[src/hysteretic_deadband_qualifier_macros.svh]
// Assertion macros shared by the hysteretic deadband qualifier RTL.
`ifndef HYSTERETIC_DEADBAND_QUALIFIER_MACROS_SVH
`define HYSTERETIC_DEADBAND_QUALIFIER_MACROS_SVH

`ifndef SYNTHESIS

// Check a property on every clock edge outside reset.
`define HDQ_ASSERT(lbl, prop, msg) \
	lbl: assert property (@(posedge clk) disable iff (!arst_n) (prop)) else $error(msg);

// Check that a condition never holds outside reset.
`define HDQ_ASSERT_NEVER(lbl, cond, msg) \
	lbl: assert property (@(posedge clk) disable iff (!arst_n) !(cond)) else $error(msg);

`else

`define HDQ_ASSERT(lbl, prop, msg)
`define HDQ_ASSERT_NEVER(lbl, cond, msg)

`endif

`endif

[src/hdq_pkg.sv]
// Types, codes and constants of the hysteretic deadband qualifier.
`timescale 1ns / 1ps
package hdq_pkg;

	// Fixed field widths
	localparam int COUNT_W     = 64;
	localparam int THR_W       = 16;
	localparam int PERSIST_W   = 8;
	localparam int CFG_DATA_W  = 16;
	localparam int REG_IDX_W   = 2;
	localparam int MODE_W      = 2;
	localparam int REASON_W    = 4;
	localparam int CAUSE_W     = 2;

	// Default parameter values
	localparam int DEF_ID_BITS      = 32;
	localparam int DEF_PENDING_BITS = 8;

	// Register indexes
	localparam logic [REG_IDX_W-1:0] REG_ENTRY_THR   = 2'd0;
	localparam logic [REG_IDX_W-1:0] REG_RELEASE_THR = 2'd1;
	localparam logic [REG_IDX_W-1:0] REG_PERSIST     = 2'd2;

	// Register reset values
	localparam logic [THR_W-1:0]     RST_ENTRY_THR   = 16'd2;
	localparam logic [THR_W-1:0]     RST_RELEASE_THR = 16'd4;
	localparam logic [PERSIST_W-1:0] RST_PERSIST     = 8'd3;

	// Magnitude that gets its own hold reason
	localparam logic [COUNT_W-1:0] MAG_THREE = 64'd3;

	typedef enum logic [MODE_W-1:0] {
		MODE_REQUAL  = 2'd0,
		MODE_OUTSIDE = 2'd1,
		MODE_INSIDE  = 2'd2
	} mode_t;

	typedef enum logic [REASON_W-1:0] {
		RSN_SESSION_CHANGE = 4'd0,
		RSN_EPOCH_CHANGE   = 4'd1,
		RSN_INVALID        = 4'd2,
		RSN_ENTRY_PENDING  = 4'd3,
		RSN_ENTRY_CONFIRM  = 4'd4,
		RSN_THREE_OUTSIDE  = 4'd5,
		RSN_OUTSIDE_LOOSE  = 4'd6,
		RSN_RELEASE_PEND   = 4'd7,
		RSN_RELEASE_CONFIRM = 4'd8,
		RSN_THREE_INSIDE   = 4'd9,
		RSN_INSIDE_HOLD    = 4'd10
	} reason_t;

	typedef enum logic [CAUSE_W-1:0] {
		CAUSE_SESSION = 2'd0,
		CAUSE_EPOCH   = 2'd1,
		CAUSE_INVALID = 2'd2
	} cause_t;

	// Qualifier state flags
	typedef struct packed {
		mode_t mode;
		logic  sess_known;
		logic  epoch_seen;
	} hdq_flags_t;

	// Per-word decision from the step logic
	typedef struct packed {
		mode_t   mode_before;
		mode_t   mode_after;
		reason_t reason;
		logic    mag_valid;
		logic    id_requal;
		cause_t  cause;
		logic    eligible;
	} hdq_verdict_t;

endpackage

[src/hdq_if.sv]
// Valid/ready channel interfaces for estimates in and qualification results out.
`timescale 1ns / 1ps
interface hdq_in_if #(
	parameter int ID_BITS = hdq_pkg::DEF_ID_BITS
);
	logic                                valid;
	logic                                ready;
	logic                                cmd;
	logic [ID_BITS-1:0]                  session_id;
	logic [ID_BITS-1:0]                  epoch_id;
	logic                                is_fresh;
	logic                                count_valid;
	logic signed [hdq_pkg::COUNT_W-1:0]  error_count;

	modport source (
		output valid, cmd, session_id, epoch_id, is_fresh, count_valid, error_count,
		input  ready
	);
	modport sink (
		input  valid, cmd, session_id, epoch_id, is_fresh, count_valid, error_count,
		output ready
	);
endinterface

interface hdq_out_if #(
	parameter int PENDING_BITS = hdq_pkg::DEF_PENDING_BITS
);
	logic                             valid;
	logic                             ready;
	logic [hdq_pkg::MODE_W-1:0]       mode_before;
	logic [hdq_pkg::MODE_W-1:0]       mode_after;
	logic [hdq_pkg::REASON_W-1:0]     reason_code;
	logic                             magnitude_valid;
	logic [hdq_pkg::COUNT_W-1:0]      magnitude;
	logic [PENDING_BITS-1:0]          entry_pending;
	logic [PENDING_BITS-1:0]          release_pending;
	logic                             controller_eligible;
	logic                             id_requalified;
	logic [hdq_pkg::CAUSE_W-1:0]      requalify_cause;

	modport source (
		output valid, mode_before, mode_after, reason_code, magnitude_valid, magnitude,
			entry_pending, release_pending, controller_eligible, id_requalified,
			requalify_cause,
		input  ready
	);
	modport sink (
		input  valid, mode_before, mode_after, reason_code, magnitude_valid, magnitude,
			entry_pending, release_pending, controller_eligible, id_requalified,
			requalify_cause,
		output ready
	);
endinterface

[src/hdq_step.sv]
// Next-state and result logic for one estimate word of the qualifier.
`timescale 1ns / 1ps
module hdq_step #(
	parameter int ID_BITS      = hdq_pkg::DEF_ID_BITS,
	parameter int PENDING_BITS = hdq_pkg::DEF_PENDING_BITS
) (
	// current state
	input  hdq_pkg::hdq_flags_t                flags,
	input  logic [ID_BITS-1:0]                 last_session,
	input  logic [ID_BITS-1:0]                 last_epoch,
	input  logic [PENDING_BITS-1:0]            entry_cnt,
	input  logic [PENDING_BITS-1:0]            release_cnt,
	// configuration
	input  logic [hdq_pkg::THR_W-1:0]          entry_thr,
	input  logic [hdq_pkg::THR_W-1:0]          release_thr,
	input  logic [hdq_pkg::PERSIST_W-1:0]      persist,
	// estimate word
	input  logic                               cmd,
	input  logic [ID_BITS-1:0]                 session_id,
	input  logic [ID_BITS-1:0]                 epoch_id,
	input  logic                               is_fresh,
	input  logic                               count_valid,
	input  logic [hdq_pkg::COUNT_W-1:0]        error_count,
	// next state
	output hdq_pkg::hdq_flags_t                flags_nxt,
	output logic [ID_BITS-1:0]                 last_session_nxt,
	output logic [ID_BITS-1:0]                 last_epoch_nxt,
	output logic [PENDING_BITS-1:0]            entry_cnt_nxt,
	output logic [PENDING_BITS-1:0]            release_cnt_nxt,
	// result
	output hdq_pkg::hdq_verdict_t              verdict,
	output logic [hdq_pkg::COUNT_W-1:0]        magnitude
);
	import hdq_pkg::*;

	localparam int CMP_W = (PENDING_BITS > PERSIST_W) ? PENDING_BITS : PERSIST_W;

	logic                    sess_chg;
	logic                    ep_chg;
	logic                    item_ok;
	logic [COUNT_W-1:0]      mag;
	logic                    mag_hi_zero;
	logic                    entry_qual;
	logic                    release_qual;
	logic                    mag_is_three;
	mode_t                   mode_id;
	mode_t                   mode_work;
	logic [PENDING_BITS-1:0] ec_id;
	logic [PENDING_BITS-1:0] rc_id;
	logic [PENDING_BITS-1:0] ec_inc;
	logic [PENDING_BITS-1:0] rc_inc;
	logic                    ec_done;
	logic                    rc_done;

	assign item_ok  = is_fresh & count_valid;
	assign sess_chg = flags.sess_known && (session_id != last_session);
	assign ep_chg   = !sess_chg && flags.epoch_seen && (epoch_id != last_epoch);

	// Absolute value, most negative count wraps to itself
	assign mag          = error_count[COUNT_W-1] ? (COUNT_W'(0) - error_count) : error_count;
	assign mag_hi_zero  = ~|mag[COUNT_W-1:THR_W];
	assign entry_qual   = mag_hi_zero && (mag[THR_W-1:0] <= entry_thr);
	assign release_qual = !mag_hi_zero || (mag[THR_W-1:0] >= release_thr);
	assign mag_is_three = (mag == MAG_THREE);

	// Identity change drops back to requalify before the estimate is judged
	assign mode_id   = (sess_chg || ep_chg) ? MODE_REQUAL : flags.mode;
	assign ec_id     = (sess_chg || ep_chg) ? '0 : entry_cnt;
	assign rc_id     = (sess_chg || ep_chg) ? '0 : release_cnt;
	assign mode_work = (mode_id == MODE_REQUAL) ? MODE_OUTSIDE : mode_id;

	// Saturating persistence counters
	assign ec_inc  = (&ec_id) ? ec_id : ec_id + 1'b1;
	assign rc_inc  = (&rc_id) ? rc_id : rc_id + 1'b1;
	assign ec_done = CMP_W'(ec_inc) >= CMP_W'(persist);
	assign rc_done = CMP_W'(rc_inc) >= CMP_W'(persist);

	always_comb begin
		flags_nxt        = flags;
		last_session_nxt = last_session;
		last_epoch_nxt   = last_epoch;
		entry_cnt_nxt    = '0;
		release_cnt_nxt  = '0;
		verdict.mode_before = flags.mode;
		verdict.mag_valid   = item_ok;
		verdict.id_requal   = sess_chg || ep_chg;
		verdict.cause       = sess_chg ? CAUSE_SESSION : (ep_chg ? CAUSE_EPOCH : CAUSE_INVALID);
		verdict.reason      = RSN_INVALID;
		magnitude           = '0;

		if (cmd) begin
			// forced requalify, identities kept
			flags_nxt.mode = MODE_REQUAL;
		end else begin
			last_session_nxt     = session_id;
			last_epoch_nxt       = epoch_id;
			flags_nxt.sess_known = 1'b1;
			flags_nxt.epoch_seen = 1'b1;
			if (!item_ok) begin
				flags_nxt.mode = MODE_REQUAL;
			end else begin
				magnitude = mag;
				if (mode_work == MODE_OUTSIDE) begin
					if (entry_qual) begin
						if (ec_done) begin
							flags_nxt.mode = MODE_INSIDE;
							verdict.reason = RSN_ENTRY_CONFIRM;
						end else begin
							flags_nxt.mode = MODE_OUTSIDE;
							entry_cnt_nxt  = ec_inc;
							verdict.reason = RSN_ENTRY_PENDING;
						end
					end else begin
						flags_nxt.mode = MODE_OUTSIDE;
						verdict.reason = mag_is_three ? RSN_THREE_OUTSIDE : RSN_OUTSIDE_LOOSE;
					end
				end else begin
					if (release_qual) begin
						if (rc_done) begin
							flags_nxt.mode = MODE_OUTSIDE;
							verdict.reason = RSN_RELEASE_CONFIRM;
						end else begin
							flags_nxt.mode  = MODE_INSIDE;
							release_cnt_nxt = rc_inc;
							verdict.reason  = RSN_RELEASE_PEND;
						end
					end else begin
						flags_nxt.mode = MODE_INSIDE;
						verdict.reason = mag_is_three ? RSN_THREE_INSIDE : RSN_INSIDE_HOLD;
					end
				end
			end
		end

		verdict.mode_after = flags_nxt.mode;
		verdict.eligible   = (flags_nxt.mode == MODE_OUTSIDE) && (entry_cnt_nxt == '0)
			&& (release_cnt_nxt == '0);
	end

endmodule

[src/hysteretic_deadband_qualifier.sv]
// Top level of the hysteretic deadband qualifier: word registers, state and config.
//
//  channel   dir  handshake        word
//  --------  ---  ---------------  ------------------------------------------------
//  sample    in   valid / ready    cmd, ids, freshness, count valid, error count
//  result    out  valid / ready    modes, reason, magnitude, pending counts, flags
//  wr_*      in   wr_en only       register index and data, no back-pressure
//
// One word per cycle sustained while the result sink keeps up. A word sits in the
// input register, where the step logic judges it against the qualifier state; an
// observe word then moves on to the result register, which offers it on the
// result channel until the sink takes it.
// A force command updates the state and produces no result word.
// Reset clears mode, counters, seen flags and loads the register defaults.
// A stalled result holds in its register; the input register keeps accepting
// as long as the word it holds can retire.
`timescale 1ns / 1ps
module hysteretic_deadband_qualifier #(
	parameter int ID_BITS      = hdq_pkg::DEF_ID_BITS,
	parameter int PENDING_BITS = hdq_pkg::DEF_PENDING_BITS
) (
	input  logic                              clk,
	input  logic                              arst_n,
	hdq_in_if.sink                            sample,
	hdq_out_if.source                         result,
	input  logic                              wr_en,
	input  logic [hdq_pkg::REG_IDX_W-1:0]     wr_index,
	input  logic [hdq_pkg::CFG_DATA_W-1:0]    wr_data
);
	import hdq_pkg::*;

	`include "hysteretic_deadband_qualifier_macros.svh"

	// configuration registers
	logic [THR_W-1:0]        entry_thr_q;
	logic [THR_W-1:0]        release_thr_q;
	logic [PERSIST_W-1:0]    persist_q;

	// qualifier state
	hdq_flags_t              flags_q;
	logic [ID_BITS-1:0]      last_session_q;
	logic [ID_BITS-1:0]      last_epoch_q;
	logic [PENDING_BITS-1:0] entry_cnt_q;
	logic [PENDING_BITS-1:0] release_cnt_q;

	// input register
	logic                    valid_s1;
	logic                    cmd_s1;
	logic [ID_BITS-1:0]      session_s1;
	logic [ID_BITS-1:0]      epoch_s1;
	logic                    fresh_s1;
	logic                    count_valid_s1;
	logic [COUNT_W-1:0]      error_count_s1;

	// result register
	logic                    valid_s2;
	hdq_verdict_t            verdict_s2;
	logic [COUNT_W-1:0]      magnitude_s2;
	logic [PENDING_BITS-1:0] entry_pend_s2;
	logic [PENDING_BITS-1:0] release_pend_s2;

	// step logic outputs
	hdq_flags_t              flags_nxt;
	logic [ID_BITS-1:0]      last_session_nxt;
	logic [ID_BITS-1:0]      last_epoch_nxt;
	logic [PENDING_BITS-1:0] entry_cnt_nxt;
	logic [PENDING_BITS-1:0] release_cnt_nxt;
	hdq_verdict_t            verdict;
	logic [COUNT_W-1:0]      magnitude;

	logic                    retire_s1;
	logic                    load_s2;
	logic                    take_in;

	// A command retires at once; an observe word needs room in the result register
	assign retire_s1    = valid_s1 && (cmd_s1 || !valid_s2 || result.ready);
	assign load_s2      = retire_s1 && !cmd_s1;
	assign sample.ready = !valid_s1 || retire_s1;
	assign take_in      = sample.valid && sample.ready;

	hdq_step #(
		.ID_BITS      (ID_BITS),
		.PENDING_BITS (PENDING_BITS)
	) u_step (
		.flags            (flags_q),
		.last_session     (last_session_q),
		.last_epoch       (last_epoch_q),
		.entry_cnt        (entry_cnt_q),
		.release_cnt      (release_cnt_q),
		.entry_thr        (entry_thr_q),
		.release_thr      (release_thr_q),
		.persist          (persist_q),
		.cmd              (cmd_s1),
		.session_id       (session_s1),
		.epoch_id         (epoch_s1),
		.is_fresh         (fresh_s1),
		.count_valid      (count_valid_s1),
		.error_count      (error_count_s1),
		.flags_nxt        (flags_nxt),
		.last_session_nxt (last_session_nxt),
		.last_epoch_nxt   (last_epoch_nxt),
		.entry_cnt_nxt    (entry_cnt_nxt),
		.release_cnt_nxt  (release_cnt_nxt),
		.verdict          (verdict),
		.magnitude        (magnitude)
	);

	// Register writes; indexes past the list are dropped
	always_ff @(posedge clk or negedge arst_n) begin
		if (!arst_n) begin
			entry_thr_q   <= RST_ENTRY_THR;
			release_thr_q <= RST_RELEASE_THR;
			persist_q     <= RST_PERSIST;
		end else if (wr_en) begin
			unique case (wr_index)
				REG_ENTRY_THR:   entry_thr_q   <= wr_data[THR_W-1:0];
				REG_RELEASE_THR: release_thr_q <= wr_data[THR_W-1:0];
				REG_PERSIST:     persist_q     <= wr_data[PERSIST_W-1:0];
				default: ;
			endcase
		end
	end

	// Advance the qualifier state as each word retires
	always_ff @(posedge clk or negedge arst_n) begin
		if (!arst_n) begin
			flags_q        <= '{mode: MODE_REQUAL, sess_known: 1'b0, epoch_seen: 1'b0};
			last_session_q <= '0;
			last_epoch_q   <= '0;
			entry_cnt_q    <= '0;
			release_cnt_q  <= '0;
		end else if (retire_s1) begin
			flags_q        <= flags_nxt;
			last_session_q <= last_session_nxt;
			last_epoch_q   <= last_epoch_nxt;
			entry_cnt_q    <= entry_cnt_nxt;
			release_cnt_q  <= release_cnt_nxt;
		end
	end

	// Input register: valid bit
	always_ff @(posedge clk or negedge arst_n) begin
		if (!arst_n) begin
			valid_s1 <= 1'b0;
		end else if (sample.ready) begin
			valid_s1 <= sample.valid;
		end
	end

	// Input register: payload
	always_ff @(posedge clk) begin
		if (take_in) begin
			cmd_s1         <= sample.cmd;
			session_s1     <= sample.session_id;
			epoch_s1       <= sample.epoch_id;
			fresh_s1       <= sample.is_fresh;
			count_valid_s1 <= sample.count_valid;
			error_count_s1 <= sample.error_count;
		end
	end

	// Result register: valid bit, hold while the sink stalls
	always_ff @(posedge clk or negedge arst_n) begin
		if (!arst_n) begin
			valid_s2 <= 1'b0;
		end else if (load_s2) begin
			valid_s2 <= 1'b1;
		end else if (result.ready) begin
			valid_s2 <= 1'b0;
		end
	end

	// Result register: payload
	always_ff @(posedge clk) begin
		if (load_s2) begin
			verdict_s2      <= verdict;
			magnitude_s2    <= magnitude;
			entry_pend_s2   <= entry_cnt_nxt;
			release_pend_s2 <= release_cnt_nxt;
		end
	end

	assign result.valid               = valid_s2;
	assign result.mode_before         = verdict_s2.mode_before;
	assign result.mode_after          = verdict_s2.mode_after;
	assign result.reason_code         = verdict_s2.reason;
	assign result.magnitude_valid     = verdict_s2.mag_valid;
	assign result.magnitude           = magnitude_s2;
	assign result.entry_pending       = entry_pend_s2;
	assign result.release_pending     = release_pend_s2;
	assign result.controller_eligible = verdict_s2.eligible;
	assign result.id_requalified      = verdict_s2.id_requal;
	assign result.requalify_cause     = verdict_s2.cause;

	// Only one persistence counter runs at a time
	`HDQ_ASSERT_NEVER(a_one_counter, (entry_cnt_q != '0) && (release_cnt_q != '0), "both pending counters nonzero")
	// Requalify mode carries no pending count
	`HDQ_ASSERT(a_requal_clear, (flags_q.mode == MODE_REQUAL) |-> ((entry_cnt_q == '0) && (release_cnt_q == '0)), "pending count in requalify mode")
	// A retired command leaves the block in requalify
	`HDQ_ASSERT(a_cmd_requal, (retire_s1 && cmd_s1) |=> (flags_q.mode == MODE_REQUAL), "command did not requalify")
	// A retired observe word shows up as a result that matches the new state
	`HDQ_ASSERT(a_result_loaded, load_s2 |=> (valid_s2 && (result.mode_after == flags_q.mode) && (result.entry_pending == entry_cnt_q)), "result does not match state")
	// A command never produces a result word
	`HDQ_ASSERT(a_cmd_silent, (retire_s1 && cmd_s1 && !valid_s2) |=> !valid_s2, "command produced a result")

endmodule
[src/flat_wrapper.sv]
// flat-port wrapper written by rule: the top's interface ports become plain ports
module hysteretic_deadband_qualifier_flat import hdq_pkg::*;
#(
	parameter int ID_BITS      = hdq_pkg::DEF_ID_BITS,
	parameter int PENDING_BITS = hdq_pkg::DEF_PENDING_BITS
)
  (clk, arst_n, wr_en, wr_index, wr_data, sample_valid, sample_cmd, sample_session_id, sample_epoch_id, sample_is_fresh, sample_count_valid, sample_error_count, sample_ready, result_valid, result_mode_before, result_mode_after, result_reason_code, result_magnitude_valid, result_magnitude, result_entry_pending, result_release_pending, result_controller_eligible, result_id_requalified, result_requalify_cause, result_ready);
  hdq_in_if #(.ID_BITS(ID_BITS)) sample_i ();
  hdq_out_if #(.PENDING_BITS(PENDING_BITS)) result_i ();
  input  logic clk;
  input  logic arst_n;
  input  logic wr_en;
  input  logic [hdq_pkg::REG_IDX_W-1:0] wr_index;
  input  logic [hdq_pkg::CFG_DATA_W-1:0] wr_data;
  input wire logic [$bits(sample_i.valid)-1:0] sample_valid;
  input wire logic [$bits(sample_i.cmd)-1:0] sample_cmd;
  input wire logic [$bits(sample_i.session_id)-1:0] sample_session_id;
  input wire logic [$bits(sample_i.epoch_id)-1:0] sample_epoch_id;
  input wire logic [$bits(sample_i.is_fresh)-1:0] sample_is_fresh;
  input wire logic [$bits(sample_i.count_valid)-1:0] sample_count_valid;
  input wire logic [$bits(sample_i.error_count)-1:0] sample_error_count;
  output wire logic [$bits(sample_i.ready)-1:0] sample_ready;
  output wire logic [$bits(result_i.valid)-1:0] result_valid;
  output wire logic [$bits(result_i.mode_before)-1:0] result_mode_before;
  output wire logic [$bits(result_i.mode_after)-1:0] result_mode_after;
  output wire logic [$bits(result_i.reason_code)-1:0] result_reason_code;
  output wire logic [$bits(result_i.magnitude_valid)-1:0] result_magnitude_valid;
  output wire logic [$bits(result_i.magnitude)-1:0] result_magnitude;
  output wire logic [$bits(result_i.entry_pending)-1:0] result_entry_pending;
  output wire logic [$bits(result_i.release_pending)-1:0] result_release_pending;
  output wire logic [$bits(result_i.controller_eligible)-1:0] result_controller_eligible;
  output wire logic [$bits(result_i.id_requalified)-1:0] result_id_requalified;
  output wire logic [$bits(result_i.requalify_cause)-1:0] result_requalify_cause;
  input wire logic [$bits(result_i.ready)-1:0] result_ready;
  assign sample_i.valid = sample_valid;
  assign sample_i.cmd = sample_cmd;
  assign sample_i.session_id = sample_session_id;
  assign sample_i.epoch_id = sample_epoch_id;
  assign sample_i.is_fresh = sample_is_fresh;
  assign sample_i.count_valid = sample_count_valid;
  assign sample_i.error_count = sample_error_count;
  assign sample_ready = sample_i.ready;
  assign result_valid = result_i.valid;
  assign result_mode_before = result_i.mode_before;
  assign result_mode_after = result_i.mode_after;
  assign result_reason_code = result_i.reason_code;
  assign result_magnitude_valid = result_i.magnitude_valid;
  assign result_magnitude = result_i.magnitude;
  assign result_entry_pending = result_i.entry_pending;
  assign result_release_pending = result_i.release_pending;
  assign result_controller_eligible = result_i.controller_eligible;
  assign result_id_requalified = result_i.id_requalified;
  assign result_requalify_cause = result_i.requalify_cause;
  assign result_i.ready = result_ready;
  hysteretic_deadband_qualifier #(.ID_BITS(ID_BITS), .PENDING_BITS(PENDING_BITS)) u_core (.clk(clk), .arst_n(arst_n), .sample(sample_i), .result(result_i), .wr_en(wr_en), .wr_index(wr_index), .wr_data(wr_data));
endmodule
[config.mk]
export PLATFORM = sky130hd
export DESIGN_NAME = hysteretic_deadband_qualifier_flat
export DESIGN_NICKNAME = d
export VERILOG_FILES = /design/src/hdq_pkg.sv /design/src/hdq_if.sv /design/src/hdq_step.sv /design/src/hysteretic_deadband_qualifier.sv /design/src/flat_wrapper.sv
export VERILOG_INCLUDE_DIRS = /design/src /design/src/src
export SDC_FILE = /design/constraint.sdc
export NUM_CORES = 1
export LEC_CHECK = 0
export CORE_AREA = 2 2 181 200
export DETAILED_ROUTE_END_ITERATION = 8
export DIE_AREA = 0 0 183 202
export DONT_BUFFER_PORTS = 1
export GPL_TIMING_DRIVEN = 0
export PLACE_DENSITY = 0.6
export SLEW_MARGIN = 25
export SYNTH_ARGS = -nofsm -noshare
export SYNTH_HDL_FRONTEND = slang
export SYNTH_SLANG_ARGS = --single-unit
[constraint.sdc]
create_clock -name clk -period 19.1 [get_ports clk]
set_input_delay 3.82 -clock clk [delete_from_list [all_inputs] [get_ports clk]]
set_output_delay 3.82 -clock clk [all_outputs]
set_load 0.03 [all_outputs]
# Yosys cells after proc, flatten, opt, wreduce, memory -nomap -nowiden
# Index checks and enable logic that the tools add are counted.
# op_classes
magnitude_cmp	4
n_reduce_logical	32
mux	34
bitwise_logic	3
n_eq_ne	7
addsub	3
# ops
cell	n
2-to-1 mux 8 bit	14
== test 64 x 2 -> 1 bit, second input constant	1
2-to-1 mux 64 bit	1
inequality test 32 bit	2
subtractor 1 x 64 -> 64 bit, first input constant	1
OR reduction 48 bit	1
2-to-1 mux 2 bit	12
adder 8 x 1 -> 8 bit, second input constant	2
>= comparator 16 bit	1
>= comparator 8 bit	2
<= comparator 16 bit	1
logical NOT 8 bit	2
2-to-1 mux 4 bit	4
AND reduction 8 bit	2
logical AND 1 bit	9
AND reduction 2 bit	4
== test 2 x 1 -> 1 bit, second input constant	3
logical NOT 1 bit	5
logical OR 1 bit	5
logical NOT 2 bit	2
2-to-1 mux 3 bit	1
== test 2 bit, second input constant	1
2-to-1 mux 1 bit	2
NOT 1 bit	2
3 further kinds	3
# totals
inputBits	154
regBits	349
out_inout_bits	95
wordCells	110

# Longest topological paths before layout
# Gate-level depths: netlist (run 1).
# logic_depth
word_depth	18
mapped_depth	24

# Hierarchy
# A second synthesis (run 1) with hierarchy kept.
# hier_totals
hier_cells	1719
hier_area_um2	19469.9
# by_module_without_submodules
module	area_per_inst_um2	n_inst	cells_each
hysteretic_deadband_qualifier	13103.8	1	794
hdq_step	6366.1	1	925

# Worst setup path before layout (run 1)
# OpenSTA, ideal clock, no wires.
# synth_path
path_kind	input to register
startpoint	input result_ready
endpoint	register u_core.cmd_s1, enable pin
slack_ps	8645
path_buffers	0
setup_ps	639
t_arrival_ps	9816
cell_stages	3
path_cell_list	nand2b_1 -> nor3b_1 -> nor2b_1
# synth_via
elab_chain_len	4
# synth_rtl
element	line	text
start, declared	flat_wrapper.sv:34	input wire logic [$bits(result_i.ready)-1:0] result_ready;
logical OR 1 bit	hysteretic_deadband_qualifier.sv:76	assign retire_s1 = valid_s1 && (cmd_s1 || !valid_s2 || result.ready);
logical AND 1 bit	hysteretic_deadband_qualifier.sv:76	
logical OR 1 bit	hysteretic_deadband_qualifier.sv:78	assign sample.ready = !valid_s1 || retire_s1;
logical AND 1 bit	hysteretic_deadband_qualifier.sv:79	assign take_in = sample.valid && sample.ready;
via u_core.take_in	hysteretic_deadband_qualifier.sv:73	logic take_in;
end signal, assigned	hysteretic_deadband_qualifier.sv:153	cmd_s1 <= sample.cmd;
end, declared	hysteretic_deadband_qualifier.sv:48	logic cmd_s1;
# The timed path passes the listed nets, and every way through them passes these cells.
# A chain may end at the register's enable or synchronous reset.

# Final worst setup path (run 1)
# layout_path
startpoint	input result_ready
endpoint	output sample_ready
# layout_via
elab_chain_len	3
# layout_rtl
element	line	text
logical OR 1 bit	hysteretic_deadband_qualifier.sv:76	
logical AND 1 bit	hysteretic_deadband_qualifier.sv:76	
logical OR 1 bit	hysteretic_deadband_qualifier.sv:78	
end, declared	flat_wrapper.sv:22	output wire logic [$bits(sample_i.ready)-1:0] sample_ready;
# No other way between the ends.

==> flow_metrics.env, run 1 <==
export IMPL_tns_ps=0
export IMPL_cts_made_buffers=37
export IMPL_finalCritPeriodShare_pct=45.1
export IMPL_finalClockSkew_ps=13.4
export IMPL_post_cts_buffers=0
export IMPL_synth_most_common_cell="edfxtp_1"
export IMPL_routed_via_density=5.80
export IMPL_grt_max_degree=126
export IMPL_synthArstFlopShare_pct=35.8
export IMPL_cts_sinks=349
export IMPL_synth_commonest_cells="224 x edfxtp_1, 121 x dfrtp_1, 121 x nor2_1"
export IMPL_synth_seq_area_share_pct=58.3
export IMPL_cap_viol_max_count=0
export IMPL_setup_viol=0
export IMPL_peakVddDrop_uv=88.0
export IMPL_fmax_ghz=0.116
export IMPL_cts_root_buffer="clkbuf_16"
export IMPL_synth_compound_area_share_pct=7.56
export IMPL_ant_nets=0
export IMPL_firstDrtPassIters=5
export IMPL_clk_path_buf_depth=3
export IMPL_drt_wl_total_um=42600
export IMPL_path_max_fanout=3
export IMPL_worstMarginPinSlew_ps=1100
export IMPL_slew_violations=0
export IMPL_drive_gt1_share_pct=12.9
export IMPL_grt_pass1_vias=11200
export IMPL_cts_resized=0
export IMPL_grt_total_usage_pct=23.3
export IMPL_synth_largest_area_cell="edfxtp_1"
export IMPL_ys_seq_elements=349
export IMPL_leakage_nw=7.12
export IMPL_io_buffer_count=0
export IMPL_postPlaceCellArea_um2=17700
export IMPL_cts_htree_levels=2
export IMPL_drcViolationCount=0
export IMPL_synth_distinct_cells=73
export IMPL_critPathRequiredTime_ps=15280
export IMPL_synth_area_top_cells="edfxtp_1 40%, dfrtp_1 18%, mux2_2 6.1%"
export IMPL_clk_latency_ps=540
export IMPL_syn_to_final_growth_pct=11.9
export IMPL_io_pins=249
export IMPL_yosys_warnings=0
export IMPL_regArea_um2=9860
export IMPL_final_nets=1659
export IMPL_wl_per_cell_um=22.0
export IMPL_post_dp_hpwl_um=32500
export IMPL_start_util_pct=48.4
export IMPL_clkTransAtPathRegs_ps=60
export IMPL_rows=72
export IMPL_gp_congestion=0.946
export IMPL_vias=11200
export IMPL_overflow=0
export IMPL_synth_cells=1406
export IMPL_yosys_area_share_xor_xnor_pct=6.48
export IMPL_fillers=3023
export IMPL_hp_class="reg -> reg"
export IMPL_cts_tree="done"
export IMPL_avgSynthCellArea_um2=12.0
export IMPL_core_area_um2=35000
export IMPL_drt_iter0_drc=853
export IMPL_maxSlewHeadroom_pct=26.2
export IMPL_antenna_found_initial=17
export IMPL_synth_area_um2=16900
export IMPL_start_kind="input port"
export IMPL_synth_top_cell_area_share_pct=39.8
export IMPL_worst_setup_path_type="in -> out"
export IMPL_hold_violations=0
export IMPL_period_needed_ps=8610
export IMPL_rsz0062_at_grt="false"
export IMPL_synthAdderAreaFrac_pct=3.77
export IMPL_die_w_um=183
export IMPL_dieArea_um2=37000
export IMPL_multi_input_area_um2=6560
export IMPL_cts_hold_buf=0
export IMPL_die_h_um=202
export IMPL_synthSimpleGateAreaFrac_pct=14.4
export IMPL_synth_main_ff_cell="edfxtp_1"
export IMPL_muxShareOfSynthArea_pct=6.42
export IMPL_crit_arrival_ps=4790
export IMPL_synth_edf_count=224
export IMPL_syn_num_nets=1611
export IMPL_power_density_nw_per_um2=99.2
export IMPL_endpoint_kind="output pin"
export IMPL_synth_top_family_by_area="simple AND/OR/NAND/NOR gates"
export IMPL_grt_pass1_wl_um=66000
export IMPL_status="finished, final reports clean"
export IMPL_fin_area_um2=18900
cell families (layout without fill, tap and decap cells):
logic type,count (synthesis),in the layout
other,0,8
adders and majority gates,51,51
and+or+nand+nor,463,463
AOI/OAI and AO/OA,189,189
buffers and inverters,132,206
muxes,97,97
xor gates and xnor gates,125,125
DFF,349,349
cells in the final DEF (no fill, tap or decap), types with 6 or more instances in the layout:
cell type,count
inv_1,80
clkinv_2,7
and3_1,10
nand3b_1,6
xnor2_1,54
clkbuf_16,38
o211ai_1,7
nand2_1,91
mux2_2,92
o21ai_0,51
edfxtp_1,224
dfrtp_1,121
and2_1,14
a21o_1,9
xor2_1,71
or3_1,12
or4_1,12
o41ai_1,8
nor3_1,32
nand3_1,39
ha_1,51
a31oi_1,9
o21a_1,7
nand4_1,35
clkbuf_1,49
nor4_1,30
and4_1,6
diode_2,8
a21oi_1,35
nor2_1,121
o31ai_1,24
nand2b_1,18
final cells by class:
type                    count  share of cell area, %
well taps                 444                   2.94
inverters                  80                   1.59
clock inverters            20                   1.24
diodes                      8                  0.106
flip-flops and latches    349                   52.1
multi-input cells         925                   34.7
clock buffers              45                   5.22
plain buffers              52                   1.17
repair buffers              9                  0.992
final timing paths:
kind,from,to,slack (ps),cells past startpoint
setup reg to reg,u_core.last_epoch_q[6],u_core.result.controller_eligible,12940,23
max in group asynchronous,arst_n,u_core.last_epoch_q[8],15890,0
setup / recovery,result_ready,sample_ready,10490,3
min in group asynchronous,arst_n,u_core.release_cnt_q[4],2980,0
hold / removal,u_core.flags_q[2],u_core.result.mode_before[0],450,0
hold reg to reg,u_core.flags_q[2],u_core.result.mode_before[0],450,0
where the power goes:
group,leakage [nW],internal [mW],switching (mW)
Sequential,3.72,0.880,0.0582
Combinational,2.81,0.0987,0.117
Clock,0.596,0.435,0.288
Total,7.12,1.41,0.463
per-stage QoR:
stage	utilization [%]	total power, mW	worst slack (ps)	hold WS (ps)	instances
after global placement	50.0	1.16	6000	435	1850
after detailed placement	50.6	1.17	10470	447	1859
after global routing	54.1	1.96	10390	471	1926
after CTS	54.1	1.90	10470	463	1924
final	54.1	1.88	10490	454	1932
after floorplan	-	1.11	8650	419	1406
sequential cells by signal, summed over array words and instances (netlist names), 16 cells and up:
register,flops
u_core.result.magnitude,64
u_core.release_thr_q,16
u_core.entry_thr_q,16
u_core.last_session_q,32
u_core.error_count_s1,64
u_core.last_epoch_q,32
u_core.epoch_s1,32
u_core.session_s1,32
per-layer routing:
metal	vias to the layer above	track usage [%]	share of wire (%)
met3	95	6.81	8.0
met5	-	0	0.29
met1	5414	30.7	42
met2	408	37.6	47
li1	5264	-	-
met4	18	6.97	2.8
critical path: stages:
cell	delay, ps
nand2b_1	150
nor3b_1	520
inv_1	300
No activity file was read; power rests on OpenSTA's default activity.
==> run 2, diff against run 1 <==
--- a/config.mk
+++ b/config.mk
@@ -6,9 +6,10 @@
 export SDC_FILE = /design/constraint.sdc
 export NUM_CORES = 1
 export LEC_CHECK = 0
-export CORE_AREA = 2 2 181 200
+export ABC_AREA = 1
+export CORE_AREA = 2 2 186 207
 export DETAILED_ROUTE_END_ITERATION = 8
-export DIE_AREA = 0 0 183 202
+export DIE_AREA = 0 0 188 209
 export DONT_BUFFER_PORTS = 1
 export GPL_TIMING_DRIVEN = 0
 export PLACE_DENSITY = 0.6
==> constraint.sdc (replaced) <==
create_clock -name clk -period 8.93 [get_ports clk]
set_input_delay 1.786 -clock clk [delete_from_list [all_inputs] [get_ports clk]]
set_output_delay 1.786 -clock clk [all_outputs]
set_load 0.03 [all_outputs]
==> run 2 against run 1 <==
Final area up 6.8%. Largest cell class unchanged. Combinational power up 140%. Critical path type is now reg -> reg. Flip-flop and latch count unchanged. Via count up 24%.
==> flow_metrics.env, run 2 <==
export IMPL_syn_num_nets=2313
export IMPL_finalCritPeriodShare_pct=56.3
export IMPL_finalClockSkew_ps=25.4
export IMPL_clk_path_buf_depth=3
export IMPL_wl_per_cell_um=18.3
export IMPL_ant_nets=0
export IMPL_synth_main_ff_cell="edfxtp_1"
export IMPL_io_pins=249
export IMPL_hold_violations=0
export IMPL_synth_seq_area_share_pct=54.6
export IMPL_period_needed_ps=5030
export IMPL_syn_to_final_growth_pct=12.0
export IMPL_cts_resized=0
export IMPL_avgSynthCellArea_um2=8.56
export IMPL_fmax_ghz=0.199
export IMPL_cts_made_buffers=39
export IMPL_post_cts_buffers=0
export IMPL_status="finished, final reports clean"
export IMPL_die_w_um=188
export IMPL_cap_viol_max_count=0
export IMPL_routed_via_density=5.13
export IMPL_io_buffer_count=0
export IMPL_cts_htree_levels=2
export IMPL_synth_commonest_cells="665 x nand2_1, 279 x nor2_1, 278 x inv_1"
export IMPL_r2r_start="u_core.epoch_s1[10]"
export IMPL_clk_latency_ps=570
export IMPL_vias=13800
export IMPL_drt_wl_total_um=49300
export IMPL_cts_hold_buf=0
export IMPL_endpoint_kind="register"
export IMPL_grt_pass1_wl_um=75800
export IMPL_gp_congestion=0.904
export IMPL_drcViolationCount=0
export IMPL_crit_family="simple AND/OR/NAND/NOR gates"
export IMPL_synth_largest_area_cell="edfxtp_1"
export IMPL_worst_setup_path_type="reg -> reg"
export IMPL_synth_top_cell_area_share_pct=37.3
export IMPL_start_util_pct=48.2
export IMPL_grt_total_usage_pct=25.5
export IMPL_critPathRequiredTime_ps=9260
export IMPL_final_util_pct=54.0
export IMPL_hold_start="u_core.flags_q[3]"
export IMPL_cpMostUsedCell="nand2_1"
export IMPL_synthArstFlopShare_pct=35.8
export IMPL_power_density_nw_per_um2=208
export IMPL_worstMarginPinSlew_ps=677
export IMPL_synth_area_top_cells="edfxtp_1 37%, dfrtp_1 17%, nand2_1 14%"
export IMPL_cp_slowest_stage_delay_ps=390
export IMPL_start_kind="register"
export IMPL_synth_edf_count=224
export IMPL_grt_pass1_vias=13400
export IMPL_hp_class="reg -> reg"
export IMPL_antenna_found_initial=21
export IMPL_p_total_mw=4.21
export IMPL_rows=75
export IMPL_stdcell_count=2697
export IMPL_setup_viol=0
export IMPL_die_h_um=209
export IMPL_rsz0062_at_grt="false"
export IMPL_final_common_cell="nand2_1"
export IMPL_overflow=0
export IMPL_placed_cells=2615
export IMPL_firstDrtPassIters=5
export IMPL_synth_cells=2108
export IMPL_final_cell_mix="665 x nand2_1, 278 x inv_1, 278 x nor2_1, 224 x edfxtp_1, 121 x dfrtp_1"
export IMPL_path_max_fanout=10
export IMPL_critPathBufInv=4
export IMPL_post_dp_hpwl_um=38800
export IMPL_synth_distinct_cells=47
export IMPL_cp_startpoint="u_core.epoch_s1[10]"
export IMPL_cts_root_buffer="clkbuf_16"
export IMPL_crit_arrival_ps=5350
export IMPL_clkTransAtPathRegs_ps=60
export IMPL_maxSlewHeadroom_pct=54.8
export IMPL_synth_most_common_cell="nand2_1"
export IMPL_cts_sinks=349
export IMPL_slowest_stage="edfxtp_1"
export IMPL_cts_tree="done"
export IMPL_final_nets=2361
export IMPL_synth_area_um2=18000
export IMPL_drt_iter0_drc=861
export IMPL_drive_gt1_share_pct=6.58
export IMPL_dieArea_um2=39300
export IMPL_peakVddDrop_uv=168
export IMPL_yosys_warnings=0
export IMPL_grt_max_degree=126
export IMPL_slew_violations=0
export IMPL_ys_seq_elements=349
export IMPL_leakage_nw=9.19
export IMPL_core_area_um2=37400
-- run 2: cell types whose count changed in the layout (fill, tap and decap cells not counted), sizes merged, moves of 23 or more --
cell	previous run	this run
mux2	92	0
nor3	32	9
nor4	35	4
o21ai	51	93
o31ai	26	0
nand3	41	94
xor2	71	28
inv	80	289
nand2	92	678
nor2	121	307
-- run 2: per-stage QoR --
step | setup slack [ps] | hold slack [ps] | setup TNS, ps | area [µm²]
finish | 3900 | 454 | 0 | 20200
global route | 3340 | 466 | 0 | 20200
CTS | 3790 | 460 | 0 | 20200
detailed placement | 3810 | 445 | 0 | 18800
global placement | -1490 | 433 | -192340 | 18700
floorplan | 858 | 425 | 0 | 18000
-- run 2: final timing paths --
check / endpoint / slack [ps] / depth (start not counted)
setup / recovery: u_core.result.controller_eligible / 3900 / 30
hold / removal: u_core.result.mode_before[1] / 450 / 0
setup reg to reg: u_core.result.controller_eligible / 3900 / 30
hold reg to reg: u_core.result.mode_before[1] / 450 / 0
max in group asynchronous: u_core.last_epoch_q[8] / 7800 / 0
min in group asynchronous: u_core.entry_cnt_q[1] / 910 / 0
-- run 2: kinds of logic (layout without fill, tap and decap cells) --
family / after synthesis / after routing / share of synthesized area [%]
and+or+nand+nor: 1141 / 1141 / 26.6
DFF: 349 / 349 / 54.6
xor gates and xnor gates: 74 / 74 / 3.59
AOI/OAI and AO/OA: 161 / 161 / 4.68
other: 0 / 10 / 0
buffers and inverters: 332 / 411 / 6.99
adders and majority gates: 51 / 51 / 3.54
-- run 2: power breakdown --
group | total, mW | internal (mW) | switching [mW]
Combinational | 0.520 | 0.188 | 0.332
Sequential | 2.01 | 1.88 | 0.136
Clock | 1.68 | 1.01 | 0.672
Total | 4.21 | 3.07 | 1.14
-- run 2: final cells by class --
class / count / area [µm²]
clock buffers: 46 / 1030
fillers: 3402 / 17200
flip-flops and latches: 349 / 9860
inverters: 290 / 1090
clock inverters: 26 / 303
repair buffers: 7 / 163
well taps: 500 / 626
diodes: 10 / 25.0
multi-input cells: 1427 / 6940
plain buffers: 42 / 176
-- run 2: worst register-to-register path: cells and delay by family, from the launching register on --
kind	cells	cell delay (ps)
adders and majority gates	2	510
DFF	1	390
AOI/OAI and AO/OA	3	480
and+or+nand+nor	21	2910
buffers and inverters	4	530
-- run 2: layer usage --
layer | GRT usage, % | share of wire (%)
met2 | 40.3 | 46
met4 | 9.48 | 3.5
met5 | 0 | 0.27
met1 | 33.3 | 43
met3 | 7.46 | 7.7
==> run 3, diff against run 2 <==
==> constraint.sdc (replaced) <==
create_clock -name clk -period 4.93 [get_ports clk]
set_input_delay 0.986 -clock clk [delete_from_list [all_inputs] [get_ports clk]]
set_output_delay 0.986 -clock clk [all_outputs]
set_load 0.03 [all_outputs]
==> run 3 against run 2 <==
Wire length fell by 0.12%. Worst hold slack worse by 350 ps. Non-clock buffer count up 3. Via count is essentially flat. Combinational power increased by 82%. Total power increased by 85%. Final area up 0.89%. Flip-flop and latch count did not move. Core utilization increased by 0.48 points. Largest cell class unchanged. Sequential share of layout area down 0.43 points. Register-to-register slack got worse by 3500 ps. Sequential power increased by 81%.
==> flow_metrics.env, run 3 (synthesis gave the netlist of run 2 again) <==
export IMPL_status="finished, final reports clean"
export IMPL_cts_htree_levels=2
export IMPL_final_nets=2366
export IMPL_die_h_um=209
export IMPL_hold_violations=0
export IMPL_cap_viol_max_count=0
export IMPL_drt_wl_total_um=49300
export IMPL_crit_arrival_ps=4870
export IMPL_vias=13900
export IMPL_clk_path_buf_depth=3
export IMPL_start_util_pct=48.2
export IMPL_cts_tree="done"
export IMPL_clk_latency_ps=580
export IMPL_finalCritPeriodShare_pct=92.2
export IMPL_routed_via_density=5.13
export IMPL_cts_sinks=349
export IMPL_slew_violations=0
export IMPL_crit_family="simple AND/OR/NAND/NOR gates"
export IMPL_die_w_um=188
export IMPL_final_common_cell="nand2_1"
export IMPL_p_total_mw=7.78
export IMPL_critPathRequiredTime_ps=5260
export IMPL_grt_pass1_wl_um=75800
export IMPL_cts_hold_buf=0
export IMPL_worstMarginPinSlew_ps=679
export IMPL_rows=75
export IMPL_post_dp_hpwl_um=38500
export IMPL_firstDrtPassIters=5
export IMPL_tns_ps=0
export IMPL_setup_viol=0
export IMPL_overflow=0
export IMPL_syn_to_final_growth_pct=13.0
export IMPL_cp_slowest_stage_delay_ps=420
export IMPL_peakVddDrop_uv=286
export IMPL_power_density_nw_per_um2=382
export IMPL_antenna_found_initial=19
export IMPL_fmax_ghz=0.220
export IMPL_finalClockSkew_ps=24.0
export IMPL_leakage_nw=9.29
export IMPL_cpMostUsedCell="nand2_1"
export IMPL_clkTransAtPathRegs_ps=60
export IMPL_cts_root_buffer="clkbuf_16"
export IMPL_maxSlewHeadroom_pct=54.7
export IMPL_critPathBufInv=4
export IMPL_slowest_stage="edfxtp_1"
export IMPL_core_area_um2=37400
export IMPL_final_cell_mix="664 x nand2_1, 278 x inv_1, 274 x nor2_1, 224 x edfxtp_1, 121 x dfrtp_1"
export IMPL_grt_max_degree=126
export IMPL_dieArea_um2=39300
export IMPL_regArea_um2=9860
export IMPL_drcViolationCount=0
export IMPL_gp_congestion=0.950
export IMPL_period_needed_ps=4550
export IMPL_grt_total_usage_pct=25.4
export IMPL_hp_class="in -> async"
export IMPL_start_kind="register"
export IMPL_ant_nets=0
export IMPL_multi_input_area_um2=6990
export IMPL_io_pins=249
export IMPL_endpoint_kind="register"
export IMPL_fillers=3429
export IMPL_grt_pass1_vias=13500
export IMPL_worst_setup_path_type="reg -> reg"
export IMPL_io_buffer_count=0
export IMPL_wl_per_cell_um=18.2
export IMPL_path_max_fanout=10
export IMPL_cts_made_buffers=40
export IMPL_drive_gt1_share_pct=7.48
export IMPL_drt_iter0_drc=1108
==> run 3: cell count changes in the layout (fill, tap and decap cells not counted), sizes merged <==
| cell | previous run | this run |
|---|---|---|
| inv | 289 | 294 |
| diode | 10 | 8 |
| nand4 | 30 | 31 |
| clkinvlp | 4 | 3 |
| clkinv | 17 | 15 |
| buf | 19 | 22 |
==> run 3: repair_timing <==
action,4_1_cts,5_1_grt
setup buffers,1,2
cloned,0,1
pin swaps,2,3
gates resized for setup,3,11
setup endpoints to repair,7,21
==> run 3: report_power, final <==
part / leakage (nW) / internal [mW] / switching [mW]
sequential: 3.75 / 3.40 / 0.245
clock: 0.696 / 1.89 / 1.30
combinational: 4.84 / 0.342 / 0.606
total: 9.29 / 5.63 / 2.15
==> run 3: stage by stage <==
stage	cells	utilization (%)	cell area, µm²	worst slack, ps	hold slack (ps)
2_1_floorplan	2108	-	18100	210	425
3_3_place_gp	2608	49.9	18700	-1430	433
3_5_place_dp	2615	50.4	18900	-244	445
4_1_cts	2690	54.2	20300	45.2	68.2
5_1_grt	2695	54.4	20400	-19.6	69.4
6_report	2701	54.5	20400	383	104
==> run 3: worst paths after layout <==
kind                                     start                           endpoint  slack [ps]  cells past startpoint
setup / recovery           u_core.epoch_s1[11]  u_core.result.controller_eligible         380                     30
setup reg to reg           u_core.epoch_s1[11]  u_core.result.controller_eligible         380                     30
min in group clk             u_core.flags_q[3]       u_core.result.mode_before[1]         460                      0
max in group asynchronous               arst_n             u_core.last_epoch_q[6]        4590                      0
hold reg to reg              u_core.flags_q[3]       u_core.result.mode_before[1]         460                      0
hold / removal                          arst_n              u_core.entry_cnt_q[3]         100                      0
==> run 3: area by class of cell <==
type	count	area share (%)
inverter	290	5.34
multi-input combinational	1428	34.3
clock buffer	46	5.17
clock inverter	28	1.83
timing repair buffer	10	0.945
antenna	8	0.0982
buffer	42	0.896
sequential	349	48.4
tap	500	3.07
==> run 3: routing by layer <==
layer / track usage (%) / vias to the layer above / share of wire, %
li1: - / 6830 / -
met4: 7.01 / 22 / 2.3
met3: 6.95 / 90 / 7.5
met2: 40.8 / 446 / 46
met1: 33.9 / 6471 / 44
met5: 0 / - / 0.26
